## src/rtl/core/upd_pkg.sv

```systemverilog
// ----------------------------------------------------------------------------
// upd_pkg
// Types, character codes and hex helpers shared by the URL percent decoder.
// ----------------------------------------------------------------------------
package upd_pkg;

    localparam logic [7:0] CH_PLUS    = 8'h2B;
    localparam logic [7:0] CH_PERCENT = 8'h25;
    localparam logic [7:0] CH_SPACE   = 8'h20;

    localparam int unsigned PLAN_SLOTS = 3;
    localparam int unsigned QDEPTH     = 2;
    localparam int unsigned QPTR_W     = $clog2(QDEPTH);
    localparam int unsigned QCNT_W     = $clog2(QDEPTH + 1);

    typedef enum logic [1:0] {
        HOLD_NONE  = 2'd0,
        HOLD_PCT   = 2'd1,
        HOLD_DIGIT = 2'd2
    } hold_t;

    typedef struct packed {
        logic [1:0]                  n;
        logic [PLAN_SLOTS-1:0][7:0]  bytes;
        logic                        last;
    } plan_t;

    function automatic logic upd_is_hex(input logic [7:0] c);
        return ((c >= 8'h30) && (c <= 8'h39)) ||
               ((c >= 8'h41) && (c <= 8'h46)) ||
               ((c >= 8'h61) && (c <= 8'h66));
    endfunction

    function automatic logic [3:0] upd_hex_val(input logic [7:0] c);
        logic [7:0] v;
        v = 8'h00;
        if ((c >= 8'h30) && (c <= 8'h39))
        begin
            v = c - 8'h30;
        end
        else if ((c >= 8'h41) && (c <= 8'h46))
        begin
            v = c - 8'h37;
        end
        else if ((c >= 8'h61) && (c <= 8'h66))
        begin
            v = c - 8'h57;
        end
        return v[3:0];
    endfunction

endpackage

```

## src/rtl/core/upd_if.sv

```systemverilog
// ----------------------------------------------------------------------------
// upd_if
// Stream channels of the URL percent decoder: raw input and decoded output.
// ----------------------------------------------------------------------------
interface upd_in_if;
    logic       valid;
    logic       ready;
    logic [7:0] in_byte;
    logic       in_last;

    modport source (output valid, output in_byte, output in_last, input ready);
    modport sink   (input valid, input in_byte, input in_last, output ready);
endinterface

interface upd_out_if;
    logic       valid;
    logic       ready;
    logic [7:0] out_byte;
    logic       run_last;
    logic       body_end;

    modport source (output valid, output out_byte, output run_last, output body_end,
                    input ready);
    modport sink   (input valid, input out_byte, input run_last, input body_end,
                    output ready);
endinterface

```

## src/rtl/core/upd_front.sv

```systemverilog
// ----------------------------------------------------------------------------
// upd_front
// Accepts raw beats, tracks held escape bytes and builds a plan of up to
// three decoded bytes per beat.
// ----------------------------------------------------------------------------
module upd_front (
    input  logic           clk,
    input  logic           rst_n,
    upd_in_if.sink         raw,
    input  logic           q_full,
    output logic           push,
    output upd_pkg::plan_t plan
);
    import upd_pkg::*;

    hold_t           cnt_reg;
    hold_t           cnt_next;
    logic [7:0]      digit_reg;
    logic [7:0]      digit_next;
    logic            accept;
    logic            ok_b;
    logic            fresh;
    logic [1:0]      n;
    logic [3:0][7:0] buf_b;

    assign raw.ready = !q_full;
    assign accept    = raw.valid && !q_full;
    assign ok_b      = upd_is_hex(raw.in_byte);

    always_comb
    begin
        cnt_next   = cnt_reg;
        digit_next = digit_reg;
        fresh      = 1'b0;
        n          = 2'd0;
        buf_b      = '0;
        if (accept)
        begin
            cnt_next = HOLD_NONE;
            unique case (cnt_reg)
                HOLD_NONE:
                begin
                    fresh = 1'b1;
                end
                HOLD_PCT:
                begin
                    if (ok_b)
                    begin
                        cnt_next   = HOLD_DIGIT;
                        digit_next = raw.in_byte;
                    end
                    else
                    begin
                        buf_b[n] = CH_PERCENT;
                        n        = n + 2'd1;
                        fresh    = 1'b1;
                    end
                end
                HOLD_DIGIT:
                begin
                    if (ok_b)
                    begin
                        buf_b[n] = {upd_hex_val(digit_reg), upd_hex_val(raw.in_byte)};
                        n        = n + 2'd1;
                    end
                    else
                    begin
                        buf_b[n] = CH_PERCENT;
                        n        = n + 2'd1;
                        buf_b[n] = digit_reg;
                        n        = n + 2'd1;
                        fresh    = 1'b1;
                    end
                end
                default:
                begin
                    fresh = 1'b1;
                end
            endcase
            if (fresh)
            begin
                if (raw.in_byte == CH_PERCENT)
                begin
                    cnt_next = HOLD_PCT;
                end
                else
                begin
                    buf_b[n] = (raw.in_byte == CH_PLUS) ? CH_SPACE : raw.in_byte;
                    n        = n + 2'd1;
                end
            end
            if (raw.in_last)
            begin
                if (cnt_next == HOLD_PCT)
                begin
                    buf_b[n] = CH_PERCENT;
                    n        = n + 2'd1;
                end
                else if (cnt_next == HOLD_DIGIT)
                begin
                    buf_b[n] = CH_PERCENT;
                    n        = n + 2'd1;
                    buf_b[n] = digit_next;
                    n        = n + 2'd1;
                end
                cnt_next   = HOLD_NONE;
                digit_next = 8'h00;
            end
        end
    end

    assign push       = accept && (n != 2'd0);
    assign plan.n     = n;
    assign plan.bytes = buf_b[PLAN_SLOTS-1:0];
    assign plan.last  = raw.in_last;

    always_ff @(posedge clk or negedge rst_n)
    begin
        if (!rst_n)
        begin
            cnt_reg <= HOLD_NONE;
        end
        else
        begin
            cnt_reg <= cnt_next;
        end
    end

    always_ff @(posedge clk)
    begin
        digit_reg <= digit_next;
    end

    a_last_clears: assert property (@(posedge clk) disable iff (!rst_n)
        (raw.valid && raw.ready && raw.in_last) |=> (cnt_reg == HOLD_NONE))
        else $error("held bytes survive end of body");

    a_push_nonempty: assert property (@(posedge clk) disable iff (!rst_n)
        push |-> (plan.n != 2'd0))
        else $error("empty plan pushed");

endmodule

```

## src/rtl/core/upd_queue.sv

```systemverilog
// ----------------------------------------------------------------------------
// upd_queue
// Two-entry plan queue between the classifying front and the emitting back.
// ----------------------------------------------------------------------------
module upd_queue (
    input  logic           clk,
    input  logic           rst_n,
    input  logic           push,
    input  upd_pkg::plan_t plan,
    input  logic           pop,
    output logic           full,
    output logic           empty,
    output upd_pkg::plan_t head
);
    import upd_pkg::*;

    plan_t              q_mem [QDEPTH];
    logic [QPTR_W-1:0]  wr_ptr_reg;
    logic [QPTR_W-1:0]  rd_ptr_reg;
    logic [QCNT_W-1:0]  count_reg;
    logic [QCNT_W-1:0]  count_next;

    assign full  = (count_reg == QCNT_W'(QDEPTH));
    assign empty = (count_reg == '0);
    assign head  = q_mem[rd_ptr_reg];

    always_comb
    begin
        count_next = count_reg;
        if (push && !pop)
        begin
            count_next = count_reg + QCNT_W'(1);
        end
        else if (pop && !push)
        begin
            count_next = count_reg - QCNT_W'(1);
        end
    end

    always_ff @(posedge clk or negedge rst_n)
    begin
        if (!rst_n)
        begin
            wr_ptr_reg <= '0;
            rd_ptr_reg <= '0;
            count_reg  <= '0;
        end
        else
        begin
            if (push)
            begin
                wr_ptr_reg <= (wr_ptr_reg == QPTR_W'(QDEPTH - 1)) ? '0 : wr_ptr_reg + 1'b1;
            end
            if (pop)
            begin
                rd_ptr_reg <= (rd_ptr_reg == QPTR_W'(QDEPTH - 1)) ? '0 : rd_ptr_reg + 1'b1;
            end
            count_reg <= count_next;
        end
    end

    always_ff @(posedge clk)
    begin
        if (push)
        begin
            q_mem[wr_ptr_reg] <= plan;
        end
    end

    a_no_overflow: assert property (@(posedge clk) disable iff (!rst_n)
        push |-> (!full || pop))
        else $error("plan queue overflow");

    a_no_underflow: assert property (@(posedge clk) disable iff (!rst_n)
        pop |-> !empty)
        else $error("plan queue underflow");

endmodule

```

## src/rtl/core/upd_back.sv

```systemverilog
// ----------------------------------------------------------------------------
// upd_back
// Walks the head plan into the registered output beat, one byte per cycle unless dec stalls.
// ----------------------------------------------------------------------------
module upd_back (
    input  logic           clk,
    input  logic           rst_n,
    input  logic           empty,
    input  upd_pkg::plan_t head,
    output logic           pop,
    upd_out_if.source      dec
);
    import upd_pkg::*;

    logic [1:0] idx_reg;
    logic [1:0] idx_next;
    logic       out_valid_reg;
    logic       out_valid_next;
    logic [7:0] byte_reg;
    logic       run_last_reg;
    logic       body_end_reg;
    logic       load;
    logic       take;
    logic       end_of_plan;
    logic [7:0] cur_byte;

    assign load        = !out_valid_reg || dec.ready;
    assign take        = load && !empty;
    assign end_of_plan = (idx_reg == (head.n - 2'd1));
    assign pop         = take && end_of_plan;

    always_comb
    begin
        case (idx_reg)
            2'd0:    cur_byte = head.bytes[0];
            2'd1:    cur_byte = head.bytes[1];
            2'd2:    cur_byte = head.bytes[2];
            default: cur_byte = head.bytes[0];
        endcase
    end

    always_comb
    begin
        idx_next       = idx_reg;
        out_valid_next = out_valid_reg;
        if (load)
        begin
            out_valid_next = !empty;
        end
        if (take)
        begin
            idx_next = end_of_plan ? 2'd0 : idx_reg + 2'd1;
        end
    end

    always_ff @(posedge clk or negedge rst_n)
    begin
        if (!rst_n)
        begin
            idx_reg       <= 2'd0;
            out_valid_reg <= 1'b0;
        end
        else
        begin
            idx_reg       <= idx_next;
            out_valid_reg <= out_valid_next;
        end
    end

    always_ff @(posedge clk)
    begin
        if (take)
        begin
            byte_reg     <= cur_byte;
            run_last_reg <= end_of_plan;
            body_end_reg <= end_of_plan && head.last;
        end
    end

    assign dec.valid    = out_valid_reg;
    assign dec.out_byte = byte_reg;
    assign dec.run_last = run_last_reg;
    assign dec.body_end = body_end_reg;

    a_idle_index: assert property (@(posedge clk) disable iff (!rst_n)
        empty |-> (idx_reg == 2'd0))
        else $error("plan index left mid-plan with queue empty");

    a_index_in_plan: assert property (@(posedge clk) disable iff (!rst_n)
        !empty |-> (idx_reg < head.n))
        else $error("plan index beyond plan length");

    a_end_on_run_last: assert property (@(posedge clk) disable iff (!rst_n)
        (out_valid_reg && body_end_reg) |-> run_last_reg)
        else $error("body end without run last");

endmodule

```

## src/rtl/core/url_percent_decoder_top.sv

```systemverilog
// ----------------------------------------------------------------------------
// url_percent_decoder_top
// Form-urlencoded body decoder: '+' to space, '%XX' to a byte, broken
// escapes emitted literally.
//
//   channel  modport  payload                           role
//   raw      sink     in_byte[7:0], in_last             encoded body beats
//   dec      source   out_byte[7:0], run_last, body_end decoded beats
//
// One raw beat per cycle while each beat yields at most one byte and dec.ready is high.
// A beat that yields two or three bytes holds the output until all of them are out;
// the two-entry plan queue absorbs this until it fills.
// Plans pass through the plan queue and then the registered output beat.
// rst_n clears held escape state, the queue and the output valid.
// Output stalls back up into the queue and then into raw.ready.
// ----------------------------------------------------------------------------
module url_percent_decoder_top (
    input  logic      clk,
    input  logic      rst_n,
    upd_in_if.sink    raw,
    upd_out_if.source dec
);
    import upd_pkg::*;

    logic  push;
    logic  pop;
    logic  q_full;
    logic  q_empty;
    plan_t plan;
    plan_t head;

    upd_front u_front (
        .clk    (clk),
        .rst_n  (rst_n),
        .raw    (raw),
        .q_full (q_full),
        .push   (push),
        .plan   (plan)
    );

    upd_queue u_queue (
        .clk   (clk),
        .rst_n (rst_n),
        .push  (push),
        .plan  (plan),
        .pop   (pop),
        .full  (q_full),
        .empty (q_empty),
        .head  (head)
    );

    upd_back u_back (
        .clk   (clk),
        .rst_n (rst_n),
        .empty (q_empty),
        .head  (head),
        .pop   (pop),
        .dec   (dec)
    );

endmodule

```

## src/flat_wrapper.sv

```systemverilog
// flat-port wrapper written by rule: the top's interface ports become plain ports
module url_percent_decoder_top_flat import upd_pkg::*;
  (clk, rst_n, raw_valid, raw_in_byte, raw_in_last, raw_ready, dec_valid, dec_out_byte, dec_run_last, dec_body_end, dec_ready);
  upd_in_if raw_i ();
  upd_out_if dec_i ();
  input  logic clk;
  input  logic rst_n;
  input wire logic [$bits(raw_i.valid)-1:0] raw_valid;
  input wire logic [$bits(raw_i.in_byte)-1:0] raw_in_byte;
  input wire logic [$bits(raw_i.in_last)-1:0] raw_in_last;
  output wire logic [$bits(raw_i.ready)-1:0] raw_ready;
  output wire logic [$bits(dec_i.valid)-1:0] dec_valid;
  output wire logic [$bits(dec_i.out_byte)-1:0] dec_out_byte;
  output wire logic [$bits(dec_i.run_last)-1:0] dec_run_last;
  output wire logic [$bits(dec_i.body_end)-1:0] dec_body_end;
  input wire logic [$bits(dec_i.ready)-1:0] dec_ready;
  assign raw_i.valid = raw_valid;
  assign raw_i.in_byte = raw_in_byte;
  assign raw_i.in_last = raw_in_last;
  assign raw_ready = raw_i.ready;
  assign dec_valid = dec_i.valid;
  assign dec_out_byte = dec_i.out_byte;
  assign dec_run_last = dec_i.run_last;
  assign dec_body_end = dec_i.body_end;
  assign dec_i.ready = dec_ready;
  url_percent_decoder_top u_core (.clk(clk), .rst_n(rst_n), .raw(raw_i), .dec(dec_i));
endmodule
```

## config.mk

```make
export PLATFORM = sky130hd
export DESIGN_NAME = url_percent_decoder_top_flat
export DESIGN_NICKNAME = d
export VERILOG_FILES = /design/src/rtl/core/upd_pkg.sv /design/src/rtl/core/upd_if.sv /design/src/rtl/core/upd_front.sv /design/src/rtl/core/upd_queue.sv /design/src/rtl/core/upd_back.sv /design/src/rtl/core/url_percent_decoder_top.sv /design/src/flat_wrapper.sv
export SDC_FILE = /design/constraint.sdc
export NUM_CORES = 1
export LEC_CHECK = 0
export BUFFER_PORTS_ARGS = -buffer_cell sky130_fd_sc_hd__buf_4
export CAP_MARGIN = 20
export CELL_PAD_IN_SITES_DETAIL_PLACEMENT = 0
export CELL_PAD_IN_SITES_GLOBAL_PLACEMENT = 1
export CORE_ASPECT_RATIO = 2
export CORE_UTILIZATION = 34
export CTS_CLUSTER_SIZE = 25
export DETAILED_ROUTE_END_ITERATION = 10
export PLACE_DENSITY_LB_ADDON = 0.1
export REMOVE_ABC_BUFFERS = 1
export SETUP_SLACK_MARGIN = 0.02
export SYNTH_ARGS = -nofsm -noshare
export SYNTH_HDL_FRONTEND = slang
export SYNTH_HIERARCHICAL = 1
export SYNTH_SLANG_ARGS = --single-unit
```

## constraint.sdc

```tcl
create_clock -name clk -period 4.65 [get_ports clk]
set_input_delay 1.1625 -clock clk [delete_from_list [all_inputs] [get_ports clk]]
set_output_delay 1.1625 -clock clk [all_outputs]
set_load 0.01 [all_outputs]
```

---- Yosys cells after proc, flatten, opt, wreduce, memory -nomap -nowiden ----
Memory sizes are Yosys's and may differ from the RTL's.
Index checks and enable logic that the tools add are counted.
operators by class
  magnitude comparators ................... 18
  mux-type cells .......................... 60
  div/mod/pow operators ................... 0
  reduce and logical (&&, ||, !) cells .... 28
  bitwise operators ....................... 3
  $mul .................................... 0
  eq/ne operators ......................... 10
  $add $sub $neg .......................... 15
  shift-type cells ........................ 0
operators by type and width
  cell                                                             count
  two-way mux 24 bit                                               4
  two-way mux 32 bit                                               3
  two-way mux 8 bit                                                12
  bitwise mux 32 bit                                               2
  demux 8 bit (select 2 bit)                                       3
  two-way mux 2 bit                                                18
  >= comparator 8 x 7 -> 1 bit (second input constant)             4
  less-or-equal comparator 8 x 7 -> 1 bit (second input constant)  4
  one-hot mux 8 bit (2 select lines)                               2
  two-way mux 4 bit                                                6
  bitwise AND 20 bit                                               1
  inverter 20 bit                                                  1
  == test 8 x 6 -> 1 bit (second input constant)                   2
  >= comparator 8 x 6 -> 1 bit (second input constant)             2
  less-or-equal comparator 8 x 6 -> 1 bit (second input constant)  2
  logical AND 1 bit                                                16
  subtractor 4 x 3 -> 4 bit (second input constant)                4
  bitwise OR 12 bit                                                1
  adder 2 x 1 -> 2 bit (second input constant)                     5
  less-than comparator 2 x 3 -> 1 bit (second input constant)      3
  == test 2 bit (second input constant)                            4
  two-way mux 1 bit                                                8
  subtractor 4 x 1 -> 4 bit (second input constant)                2
  == test 2 x 1 -> 1 bit (second input constant)                   3
  other kinds (11)                                                 22
word-level totals
  bits of input ports ..................... 13
  output and inout port bits .............. 12
  latch bits .............................. 0
  word-level logic and storage cells ...... 145
  bits in read-only memories .............. 0
  memories kept ........................... 1
  RAM bits ................................ 54
  register bits after elaboration ......... 27
memories
  name                  depth  width  read ports  clocked after memory_dff  wr ports  RTL line         source
  u_core.u_queue.q_mem  2      27     1           0                         1         upd_queue.sv:17  plan_t q_mem [QDEPTH];

---- Logic depth before layout (Yosys ltp) ----
Gate-level depths: netlist of the first run.
  word-level depth ........................ 23
  gate-level depth with buffers ........... 18
  depth with buffers taken out ............ 18

---- Modules after synthesis ----
The synthesis of the first run kept the hierarchy.
by module, submodules not included
  module     instances  area each (µm²)  cells an instance  seq. area each (µm²)
  upd_queue  1          2,234.6          100                1,721.7
  upd_front  1          1,901.8          266                290.3
  upd_back   1          639.4            57                 375.4

---- Worst setup path before layout of the first run ----
Ideal clock, no wire load.
  path type ............................... input-to-reg
  start point ............................. input raw_in_byte[0]
  end point ............................... memory u_core/u_queue/q_mem[0][0] in the netlist's numbering (enable)
  path buffers ............................ 0
  data required time ...................... 4.236 ns
  slack ................................... -1.163 ns
  data arrival time ....................... 5.399 ns
  stages .................................. 15
  cell sequence ........................... inv_1 > ha_1 > nor3b_1 > o21ai_1 > nand3_1 > mux2i_1 > ha_1 > and2_1 > a22oi_1 > ha_1 > nor2_1 > a2bb2oi_1 > and4_1 > a311oi_1 > nor2b_1
on the way
  cells in the longest elaborated chain, start to end .. 21
  elaborated cells on any way between the ends .. 40
ends and longest elaborated chain
  element                                                        RTL line                          source
  from (decl)                                                    flat_wrapper.sv:9                 input wire logic [$bits(raw_i.in_byte)-1:0] raw_in_byte;
  >= comparator 8 x 6 -> 1 bit (tied with other cells)           upd_pkg.sv:29                     return ((c >= 8'h30) && (c <= 8'h39)) ||
  logical AND 1 bit, on equally long branches                    upd_pkg.sv:29, upd_pkg.sv:30
  logical OR 1 bit                                               upd_pkg.sv:29
  logical OR 1 bit                                               upd_pkg.sv:30                     ((c >= 8'h41) && (c <= 8'h46)) ||
  two-way mux 2 bit / two-way mux 1 bit (equally long branches)  upd_front.sv:61, upd_front.sv:47
  one-hot mux 2 bit (2 select lines)                             upd_front.sv:40                   unique case (cnt_reg)
  two-way mux 2 bit                                              upd_front.sv:37                   if (accept)
  adder 2 x 1 -> 2 bit                                           upd_front.sv:89                   n = n + 2'd1;
  [... 6 more ...]                                               -
  two-way mux 2 bit                                              upd_front.sv:94                   if (cnt_next == HOLD_PCT)
  two-way mux 2 bit (*)                                          upd_front.sv:92                   if (raw.in_last)
  two-way mux 2 bit (*)                                          upd_front.sv:37
  nonzero test 2 bit (*)                                         upd_front.sv:112                  assign push = accept && (n != 2'd0);
  logical AND 1 bit (*)                                          upd_front.sv:112
  via u_core.push                                                url_percent_decoder_top.sv:25     logic push;
  two-way mux 1 bit (*)                                          upd_queue.sv:64                   if (push)
  two-way mux 1 bit (implied by the code) (*)                    upd_queue.sv:66                   q_mem[wr_ptr_reg] <= plan;
  to (decl)                                                      upd_queue.sv:17
The timed path passes the listed nets; every way through them passes the cells marked *. The select of a mux whose other input is x is not followed.

---- Worst setup path after layout of the first run ----
  start point ............................. input raw_in_byte[1]
  end point ............................... memory u_core/u_queue/q_mem[0][8] in the netlist's numbering (enable)
Same word-level chain as after synthesis.

==> results of run 1 <==
[cell type report]
type,instances,area [µm²]
well taps,186,233
inverters,20,75.1
clock inverters,6,115
flip-flops and latches,81,2390
fillers,1341,7900
multi-input cells,300,2190
clock buffers,10,229
repair buffers,57,453
[cell families (layout without fill, tap and decap cells)]
| kind of cell | Yosys count | after routing | share of synthesized area |
|---|---|---|---|
| AND/OR/NAND/NOR | 135 | 135 | 0.153 |
| XOR/XNOR | 8 | 8 | 0.0147 |
| multiplexers | 30 | 30 | 0.0849 |
| adder cells (fa/ha/maj) | 20 | 20 | 0.0524 |
| AO/OA/AOI/OAI | 107 | 107 | 0.148 |
| flip-flops | 81 | 81 | 0.500 |
| buffers and inverters | 42 | 93 | 0.0472 |
[worst min path at each step]
stage,slack (ns),from,to
after floorplan,0.46,u_core/u_queue/wr_ptr_reg,u_core/u_queue/wr_ptr_reg
after global placement,0.47,u_core/u_queue/count_reg[1],u_core/u_queue/count_reg[1]
after detailed placement,0.48,u_core/u_queue/count_reg[1],u_core/u_queue/count_reg[1]
after CTS,0.49,u_core/u_queue/count_reg[1],u_core/u_queue/count_reg[1]
after global routing,0.52,u_core/u_queue/count_reg[1],u_core/u_queue/count_reg[1]
final,0.49,u_core/u_queue/count_reg[1],u_core/u_queue/count_reg[1]
[report_power, final]
group	leakage, nW	switching [mW]	total (mW)	internal, mW
sequential	0.805	0.0853	1.15	1.07
clock	0.164	0.290	0.819	0.529
combinational	1.21	0.500	0.941	0.441
[cell usage in the layout, fill, tap and decap left out, types with 10 or more instances in the layout]
cell,instances
sky130_fd_sc_hd__nand2_1,35
sky130_fd_sc_hd__a22oi_1,10
sky130_fd_sc_hd__a21oi_1,24
sky130_fd_sc_hd__nand3_1,15
sky130_fd_sc_hd__edfxtp_1,72
sky130_fd_sc_hd__o21ai_0,20
sky130_fd_sc_hd__mux2_4,19
sky130_fd_sc_hd__nor2_1,23
sky130_fd_sc_hd__ha_1,20
sky130_fd_sc_hd__inv_1,20
sky130_fd_sc_hd__buf_4,55
[worst register-to-register path, cell delays in order, from the launching register on]
cell	delay, ns
sky130_fd_sc_hd__dfrtp_1	0.38
sky130_fd_sc_hd__inv_1	0.07
sky130_fd_sc_hd__ha_1	0.37
sky130_fd_sc_hd__nor3_1	0.27
sky130_fd_sc_hd__nand3_1	0.14
sky130_fd_sc_hd__and2_4	0.16
sky130_fd_sc_hd__xor2_1	0.27
sky130_fd_sc_hd__inv_1	0.11
sky130_fd_sc_hd__ha_1	0.23
sky130_fd_sc_hd__nor2_1	0.12
sky130_fd_sc_hd__a2bb2oi_1	0.22
sky130_fd_sc_hd__and4_1	0.22
sky130_fd_sc_hd__a311oi_1	0.05
sky130_fd_sc_hd__buf_4	0.17
sky130_fd_sc_hd__ha_1	0.32
sky130_fd_sc_hd__nor2_1	0.14
sky130_fd_sc_hd__xor2_1	0.15
[per-stage QoR]
step           TNS (ns)  setup WS (ns)  power [mW]
2_1_floorplan    -47.66          -1.17        1.78
3_3_place_gp     -10.54         -0.202        2.11
3_5_place_dp     -12.56         -0.234        2.13
4_1_cts               0          0.112        2.96
5_1_grt               0         0.0994        3.09
6_report              0          0.369        2.91
[per-layer routing]
metal / up-vias / GRT usage / part of all wire
met2: 79 / 0.357 / 0.58
met4: 0 / 0.0913 / 0.039
met3: 29 / 0.0268 / 0.020
met5: - / 0 / 0
li1: 1675 / - / -
met1: 1674 / 0.181 / 0.36
==> results.tsv, run 1 <==
metric	value	unit
finalClockSkew	0.00859	ns
fmax	234	MHz
placed_cell_area	0.00531	mm²
synth-async-reset-ratio	0.111	
first_pass_drt_iterations	4	
synth_cells	423	
synth-warning-count	6	
post_cts.resized_instances	0	
yosys_top_cell_by_area	sky130_fd_sc_hd__edfxtp_1	
effective_utilization_at_floorplan	0.351	
min_delay_path_depth	1	
synth.ff_latch_count	81	
post_route_drc_violation_count	0	
setup_violations	0	
cts_max_level	3	
grt_pass1_vias	3571	
hold_viol_final	0	
final_antenna_net_count	0	
peakVddDrop	0.000180	V
cp_slowest_cell	sky130_fd_sc_hd__ha_1	
path_clk_slew	0.06	ns
worstRegToRegCells	16	
cts.root.buffer_cell	sky130_fd_sc_hd__clkbuf_16	
finalWirelength	12.5	mm
final_net_count	502	
final-max-slew-violation-count	0	
synth_cell_types	66	
slew_headroom	0.313	
tightest_slew	1.03	ns
detailedPlacementHpwl	9.36	mm
power_density_over_cell_area	512	mW/mm²
netlist_top_cells_count	sky130_fd_sc_hd__edfxtp_1, sky130_fd_sc_hd__nand2_1, sky130_fd_sc_hd__a21oi_1	
routed_via_density	5.24	
rr_startpoint	u_core/u_front/cnt_reg[0]	
holdCritPathClass	register to register	
vias	3457	
crit_buf_inv	4	
die_area	0.0146	mm²
setup.worst_path.end	u_core/u_queue/q_mem[0][8]	
syn-cell-area	0.00478	mm²
max-cap-violations	0	
synth_seq_area_share	0.500	
hold_ws	0.494	ns
row_count	60	
final_area	0.00568	mm²
areaGrowthSynthToFinish	19.0	%
cp_num_cells	18	
numClockSinks	81	
clock_path_buffers	2	
grt_setup_unrepaired	no	
tritoncts.num_buffers	9	
drt_iter0_markers	133	
cp-start-kind	input port	
period_share	0.921	
worst_path_dominant_cell_family	simple AND/OR/NAND/NOR gates	
post_cts_hold_buffer_count	0	
path_class	input port to register	
ys_top_cells_by_area	sky130_fd_sc_hd__edfxtp_1, sky130_fd_sc_hd__mux2_4, sky130_fd_sc_hd__ha_1	
wl_per_cell	18.9	µm
finalCoreUtilization	0.418	
synth.most_common_cell	sky130_fd_sc_hd__edfxtp_1	
r2r_slack	1.19	ns
tritoncts_clock_tree	built	
synthDominantCellAreaShare	0.453	
grt_start_max_net_pins	30	
floorplan.die.height	170	µm
dominantRegCellSynth	sky130_fd_sc_hd__edfxtp_1	
grt_remaining_overflow	0	
largest_register_ffs	54	
slowest_delay	0.26	ns
synth_area_per_cell	11.3	µm²
pin_count	25	
worstSetupStartpoint	raw_in_byte[1]	
run_status	finished clean	
antenna-diode-count	0	
layout_min_cycle_time	4.28	ns
arrival	4.31	ns
final_cells	660	
clk_latency_worst_skew_pair	0.33	ns
critical_path.most_common_cell	sky130_fd_sc_hd__ha_1	
placedCellCount	643	
worst_r2r_endpoint	u_core/u_queue/count_reg[1]	
worst-endpoint-required	4.68	ns
critical_path.max_fanout	27	
gpl.final_weighted_congestion	0.885	
power.static_leakage	2.18	nW
cp_cell_sequence	buf_4, inv_1, ha_1, nor3b_2, o21ai_2, nand3_2, mux2i_2, ha_1, and2_1, a22oi_2, ha_1, nor2_1, a2bb2oi_1, and4_1, a311oi_1, buf_4, nor2b_2, buf_12	
track_usage	0.182	
placeableCoreArea	0.0136	mm²
layout-drive-gt1-share	0.249	
floorplan.die.width	85.8	µm
cp-end-kind	register	
grt_pass1_wl	19.7	mm
place.port_buffers	24	
number_of_antenna_violations_at_the_first_check_in_global_routing	0	
synth_edf_count	72	
post-cts-setup-buffer-count	0	
Note: power is estimated with default switching activity, not from simulation.
==> inputs of run 2 (changes only) <==
--- a/config.mk
+++ b/config.mk
@@ -9,8 +9,8 @@
 export CAP_MARGIN = 20
 export CELL_PAD_IN_SITES_DETAIL_PLACEMENT = 0
 export CELL_PAD_IN_SITES_GLOBAL_PLACEMENT = 1
-export CORE_ASPECT_RATIO = 2
 export CORE_UTILIZATION = 34
+export CTS_BUF_LIST = sky130_fd_sc_hd__clkbuf_4 sky130_fd_sc_hd__clkbuf_8
 export CTS_CLUSTER_SIZE = 25
 export DETAILED_ROUTE_END_ITERATION = 10
 export PLACE_DENSITY_LB_ADDON = 0.1
==> results.tsv, run 2 (synthesis results as in run 1) <==
metric	value	unit
numClockSinks	81	
place.port_buffers	24	
antenna-diode-count	0	
cp_slowest_cell	sky130_fd_sc_hd__mux2i_2	
setup_ws	0.345	ns
layout_common_cells	sky130_fd_sc_hd__edfxtp_1, sky130_fd_sc_hd__buf_4, sky130_fd_sc_hd__nand2_1	
tritoncts_clock_tree	built	
pin_count	25	
grt_pass1_vias	3386	
grt_remaining_overflow	0	
wl_per_cell	18.8	µm
clock_path_buffers	2	
final_net_count	499	
critical_path.most_common_cell	sky130_fd_sc_hd__ha_1	
post_route_drc_violation_count	0	
tightest_slew	0.937	ns
layout.cells.most_common	sky130_fd_sc_hd__edfxtp_1	
largest_register_ffs	54	
row_count	42	
arrival	4.38	ns
effective_utilization_at_floorplan	0.355	
worst-endpoint-required	4.72	ns
cp-end-kind	register	
hold_viol_final	0	
tns_setup	0	ns
post-cts-setup-buffer-count	0	
cp-start-kind	input port	
detailedPlacementHpwl	8.70	mm
path_clk_slew	0.08	ns
pre_cts_slack	-0.200	ns
areaGrowthSynthToFinish	15.1	%
gpl.final_weighted_congestion	0.921	
final-max-slew-violation-count	0	
hold_ws	0.500	ns
layout-drive-gt1-share	0.240	
cp_cell_sequence	buf_4, inv_1, ha_1, nor3b_2, o21ai_1, nand3_1, mux2i_2, ha_1, and2_1, a22oi_2, ha_1, nor2_1, a2bb2oi_1, and4_1, a311oi_1, buf_4, nor2b_2, buf_12	
drt_iter0_markers	293	
floorplan.die.width	121	µm
finalCoreUtilization	0.409	
setup_violations	0	
grt_setup_unrepaired	no	
cts.root.buffer_cell	sky130_fd_sc_hd__clkbuf_8	
floorplan.die.height	121	µm
holdCritPathClass	register to register	
run_status	finished clean	
fmax	232	MHz
finalClockSkew	0.0131	ns
crit_buf_inv	4	
layout_min_cycle_time	4.30	ns
worst_path_dominant_cell_family	simple AND/OR/NAND/NOR gates	
power.static_leakage	2.10	nW
slew_headroom	0.374	
power_density_over_cell_area	479	mW/mm²
period_share	0.926	
clk_latency_worst_skew_pair	0.38	ns
placeableCoreArea	0.0135	mm²
grt_pass1_wl	19.0	mm
grt_start_max_net_pins	30	
peakVddDrop	0.000193	V
track_usage	0.177	
first_pass_drt_iterations	5	
vias	3479	
path_class	input port to register	
slowest_delay	0.28	ns
max-cap-violations	0	
die_area	0.0145	mm²
cts_max_level	3	
tritoncts.num_buffers	9	
number_of_antenna_violations_at_the_first_check_in_global_routing	0	
finalWirelength	12.2	mm
final_antenna_net_count	0	
routed_via_density	5.38	
critical_path.max_fanout	27	
[run 2: final timing paths]
check                                       startpoint  cells after the start  slack, ns                          end
max                                     raw_in_byte[1]                     18       0.35  u_core/u_queue/q_mem[0][20]
min                        u_core/u_queue/count_reg[1]                      1       0.50  u_core/u_queue/count_reg[1]
max reg2reg                  u_core/u_front/cnt_reg[0]                     17       1.26  u_core/u_queue/count_reg[1]
min reg2reg                u_core/u_queue/count_reg[1]                      1       0.50  u_core/u_queue/count_reg[1]
max in group asynchronous                        rst_n                      1       3.90      u_core/u_back/dec.valid
min in group asynchronous                        rst_n                      1       0.61     u_core/u_back/idx_reg[0]
[run 2: routing by layer]
layer | global-route usage | share of wire | vias up
met5 | 0 | 0 | -
met4 | 0.0486 | 0.012 | 0
met3 | 0.0373 | 0.036 | 14
met2 | 0.286 | 0.48 | 68
met1 | 0.241 | 0.48 | 1722
li1 | - | - | 1675
[run 2: timing repair]
item	CTS	global route
setup endpoints to repair	0	62
gates resized for setup	0	3
hold buffers	0	0
[run 2: area by class of cell]
type	instances	area, µm²
clock buffers	9	124
clock inverters	7	78.8
fillers	1348	7950
inverters	20	75.1
multi-input cells	300	2180
flip-flops and latches	81	2390
well taps	176	220
repair buffers	54	434
[run 2: through the flow]
step | std cells | cell area (µm²) | power [mW]
finish | 647 | 5500 | 2.63
global route | 647 | 5500 | 2.81
CTS | 647 | 5490 | 2.68
detailed placement | 631 | 5280 | 2.14
global placement | 630 | 5270 | 2.11
floorplan | 401 | 4630 | 1.78
[run 2: power breakdown]
| group | internal, mW | leakage [nW] | total, mW | switching (mW) |
|---|---|---|---|---|
| Sequential | 1.06 | 0.805 | 1.15 | 0.0843 |
| Combinational | 0.441 | 1.20 | 0.950 | 0.509 |
| Clock | 0.253 | 0.0977 | 0.536 | 0.283 |
==> inputs of run 3 (changes only) <==
--- a/config.mk
+++ b/config.mk
@@ -9,7 +9,7 @@
 export CAP_MARGIN = 20
 export CELL_PAD_IN_SITES_DETAIL_PLACEMENT = 0
 export CELL_PAD_IN_SITES_GLOBAL_PLACEMENT = 1
-export CORE_UTILIZATION = 34
+export CORE_UTILIZATION = 40
 export CTS_BUF_LIST = sky130_fd_sc_hd__clkbuf_4 sky130_fd_sc_hd__clkbuf_8
 export CTS_CLUSTER_SIZE = 25
 export DETAILED_ROUTE_END_ITERATION = 10
==> results.tsv, run 3 (synthesis results as in run 1) <==
metric	value	unit
row_count	39	
path_class	input port to register	
net-switching-power	0.851	mW
grt_start_max_net_pins	30	
final_net_count	496	
share_of_power_burned_in_registers	0.441	
effective_utilization_at_floorplan	0.415	
max-cap-violations	0	
fmax	233	MHz
cp-end-kind	register	
run_status	finished, violations left	
areaGrowthSynthToFinish	13.5	%
arrival	4.36	ns
cts.root.buffer_cell	sky130_fd_sc_hd__clkbuf_8	
grt_setup_unrepaired	no	
post-cts-setup-buffer-count	0	
power_density_over_cell_area	481	mW/mm²
numClockSinks	81	
tritoncts_clock_tree	built	
pin_count	25	
worst-endpoint-required	4.72	ns
violations	design-rule violations	
detailedPlacementHpwl	8.22	mm
wl_per_cell	19.0	µm
slew_headroom	0.360	
tritoncts.num_buffers	9	
grt_remaining_overflow	0	
hold_viol_final	0	
period_share	0.923	
place.port_buffers	24	
largest_register_ffs	54	
clock_path_buffers	2	
cts_max_level	3	
final_antenna_net_count	0	
finalClockSkew	0.0122	ns
placeableCoreArea	0.0115	mm²
number_of_antenna_violations_at_the_first_check_in_global_routing	0	
grt_pass1_vias	3359	
finalCoreUtilization	0.471	
tns_setup	0	ns
final-max-slew-violation-count	0	
layout-drive-gt1-share	0.229	
floorplan.die.width	111	µm
placed_cell_area	0.00521	mm²
floorplan.die.height	111	µm
finalWirelength	11.6	mm
gpl.final_weighted_congestion	0.931	
fillCellCount	1085	
setup_violations	0	
layout.cells.most_common	sky130_fd_sc_hd__edfxtp_1	
clk_latency_worst_skew_pair	0.37	ns
power.static_leakage	2.09	nW
layout_common_cells	sky130_fd_sc_hd__edfxtp_1, sky130_fd_sc_hd__buf_4, sky130_fd_sc_hd__nand2_1	
post_route_drc_violation_count	2	
layout_min_cycle_time	4.29	ns
swShare	0.327	
clock_power_share	0.197	
cp-start-kind	input port	
tightest_slew	0.959	ns
antenna-diode-count	0	
drt_iter0_markers	332	
path_clk_slew	0.08	ns
peakVddDrop	0.000177	V
vias	3450	
share_comb_of_total_power	0.361	
first_pass_drt_iterations	8	
p_int	1.75	mW
critical_path.max_fanout	27	
track_usage	0.201	
routed_via_density	5.65	
die_area	0.0124	mm²
holdCritPathClass	register to register	
final_area	0.00542	mm²
grt_pass1_wl	18.7	mm
## run 3: changes by cell type in the layout (fill, tap and decap cells not counted)
cell                         delta
sky130_fd_sc_hd__inv_8          -1
sky130_fd_sc_hd__clkinv_1       +2
sky130_fd_sc_hd__buf_4          -3
sky130_fd_sc_hd__mux2i_2        -1
sky130_fd_sc_hd__mux2i_1        +1
sky130_fd_sc_hd__clkinvlp_4     -1
sky130_fd_sc_hd__inv_6          -1
sky130_fd_sc_hd__clkbuf_4       +1
## run 3: layout make-up
cell class,count,area (µm²),share of cell area
Clock inverter,6,58.8,0.0109
Multi-Input combinational cell,300,2180,0.402
Tap cell,143,179,0.0330
Inverter,20,75.1,0.0139
Timing Repair Buffer,51,412,0.0760
Clock buffer,10,131,0.0242
Sequential cell,81,2390,0.441
## run 3: critical path, cell delays in order
cell and delay [ns]:
sky130_fd_sc_hd__buf_4 0.11, sky130_fd_sc_hd__inv_1 0.10, sky130_fd_sc_hd__ha_1 0.19, sky130_fd_sc_hd__nor3b_2 0.21, sky130_fd_sc_hd__o21ai_1 0.12, sky130_fd_sc_hd__nand3_1 0.18
sky130_fd_sc_hd__mux2i_1 0.26, sky130_fd_sc_hd__ha_1 0.26, sky130_fd_sc_hd__and2_1 0.16, sky130_fd_sc_hd__a22oi_2 0.17, sky130_fd_sc_hd__ha_1 0.21, sky130_fd_sc_hd__nor2_1 0.05
sky130_fd_sc_hd__a2bb2oi_1 0.13, sky130_fd_sc_hd__and4_1 0.21, sky130_fd_sc_hd__a311oi_1 0.25, sky130_fd_sc_hd__buf_4 0.17, sky130_fd_sc_hd__nor2b_2 0.17, sky130_fd_sc_hd__buf_12 0.20
## run 3: power by group through the flow
stage	Combinational (mW)	Clock [mW]	Sequential, mW
2_1_floorplan	0.565	0	1.22
3_3_place_gp	0.935	0	1.16
3_5_place_dp	0.945	0	1.17
4_1_cts	0.948	0.532	1.15
5_1_grt	1.04	0.560	1.17
6_report	0.941	0.514	1.15
## run 3: final timing paths
| kind | from | to | slack, ns | depth (start not counted) |
|---|---|---|---|---|
| setup / recovery | raw_in_byte[1] | u_core/u_queue/q_mem[0][15] | 0.36 | 18 |
| max in group asynchronous | rst_n | u_core/u_back/idx_reg[0] | 3.90 | 1 |
| hold / removal | u_core/u_queue/count_reg[1] | u_core/u_queue/count_reg[1] | 0.49 | 1 |
| setup reg to reg | u_core/u_front/cnt_reg[0] | u_core/u_queue/q_mem[0][15] | 1.28 | 14 |
| min in group asynchronous | rst_n | u_core/u_front/cnt_reg[0] | 0.61 | 1 |
| hold reg to reg | u_core/u_queue/count_reg[1] | u_core/u_queue/count_reg[1] | 0.49 | 1 |
## run 3: through the flow
step / power [mW] / hold WS [ns] / setup WS, ns / cells
6_report: 2.60 / 0.494 / 0.356 / 611
5_1_grt: 2.77 / 0.527 / 0.114 / 611
3_3_place_gp: 2.10 / 0.477 / -0.0900 / 594
3_5_place_dp: 2.11 / 0.490 / -0.160 / 594
4_1_cts: 2.63 / 0.504 / 0.217 / 610
2_1_floorplan: 1.78 / 0.455 / -1.17 / 401
## run 3: metal layers
layer  track usage  up-vias  share of wire
met2         0.323      105           0.48
met5             0        -              0
met1         0.268     1662           0.45
li1              -     1664              -
met4        0.0793        0          0.019
met3        0.0361       19          0.051
## run 3: repair_timing
item,in CTS,in global routing
gates resized for setup,0,2
hold buffers,0,0
setup endpoints to repair,0,57
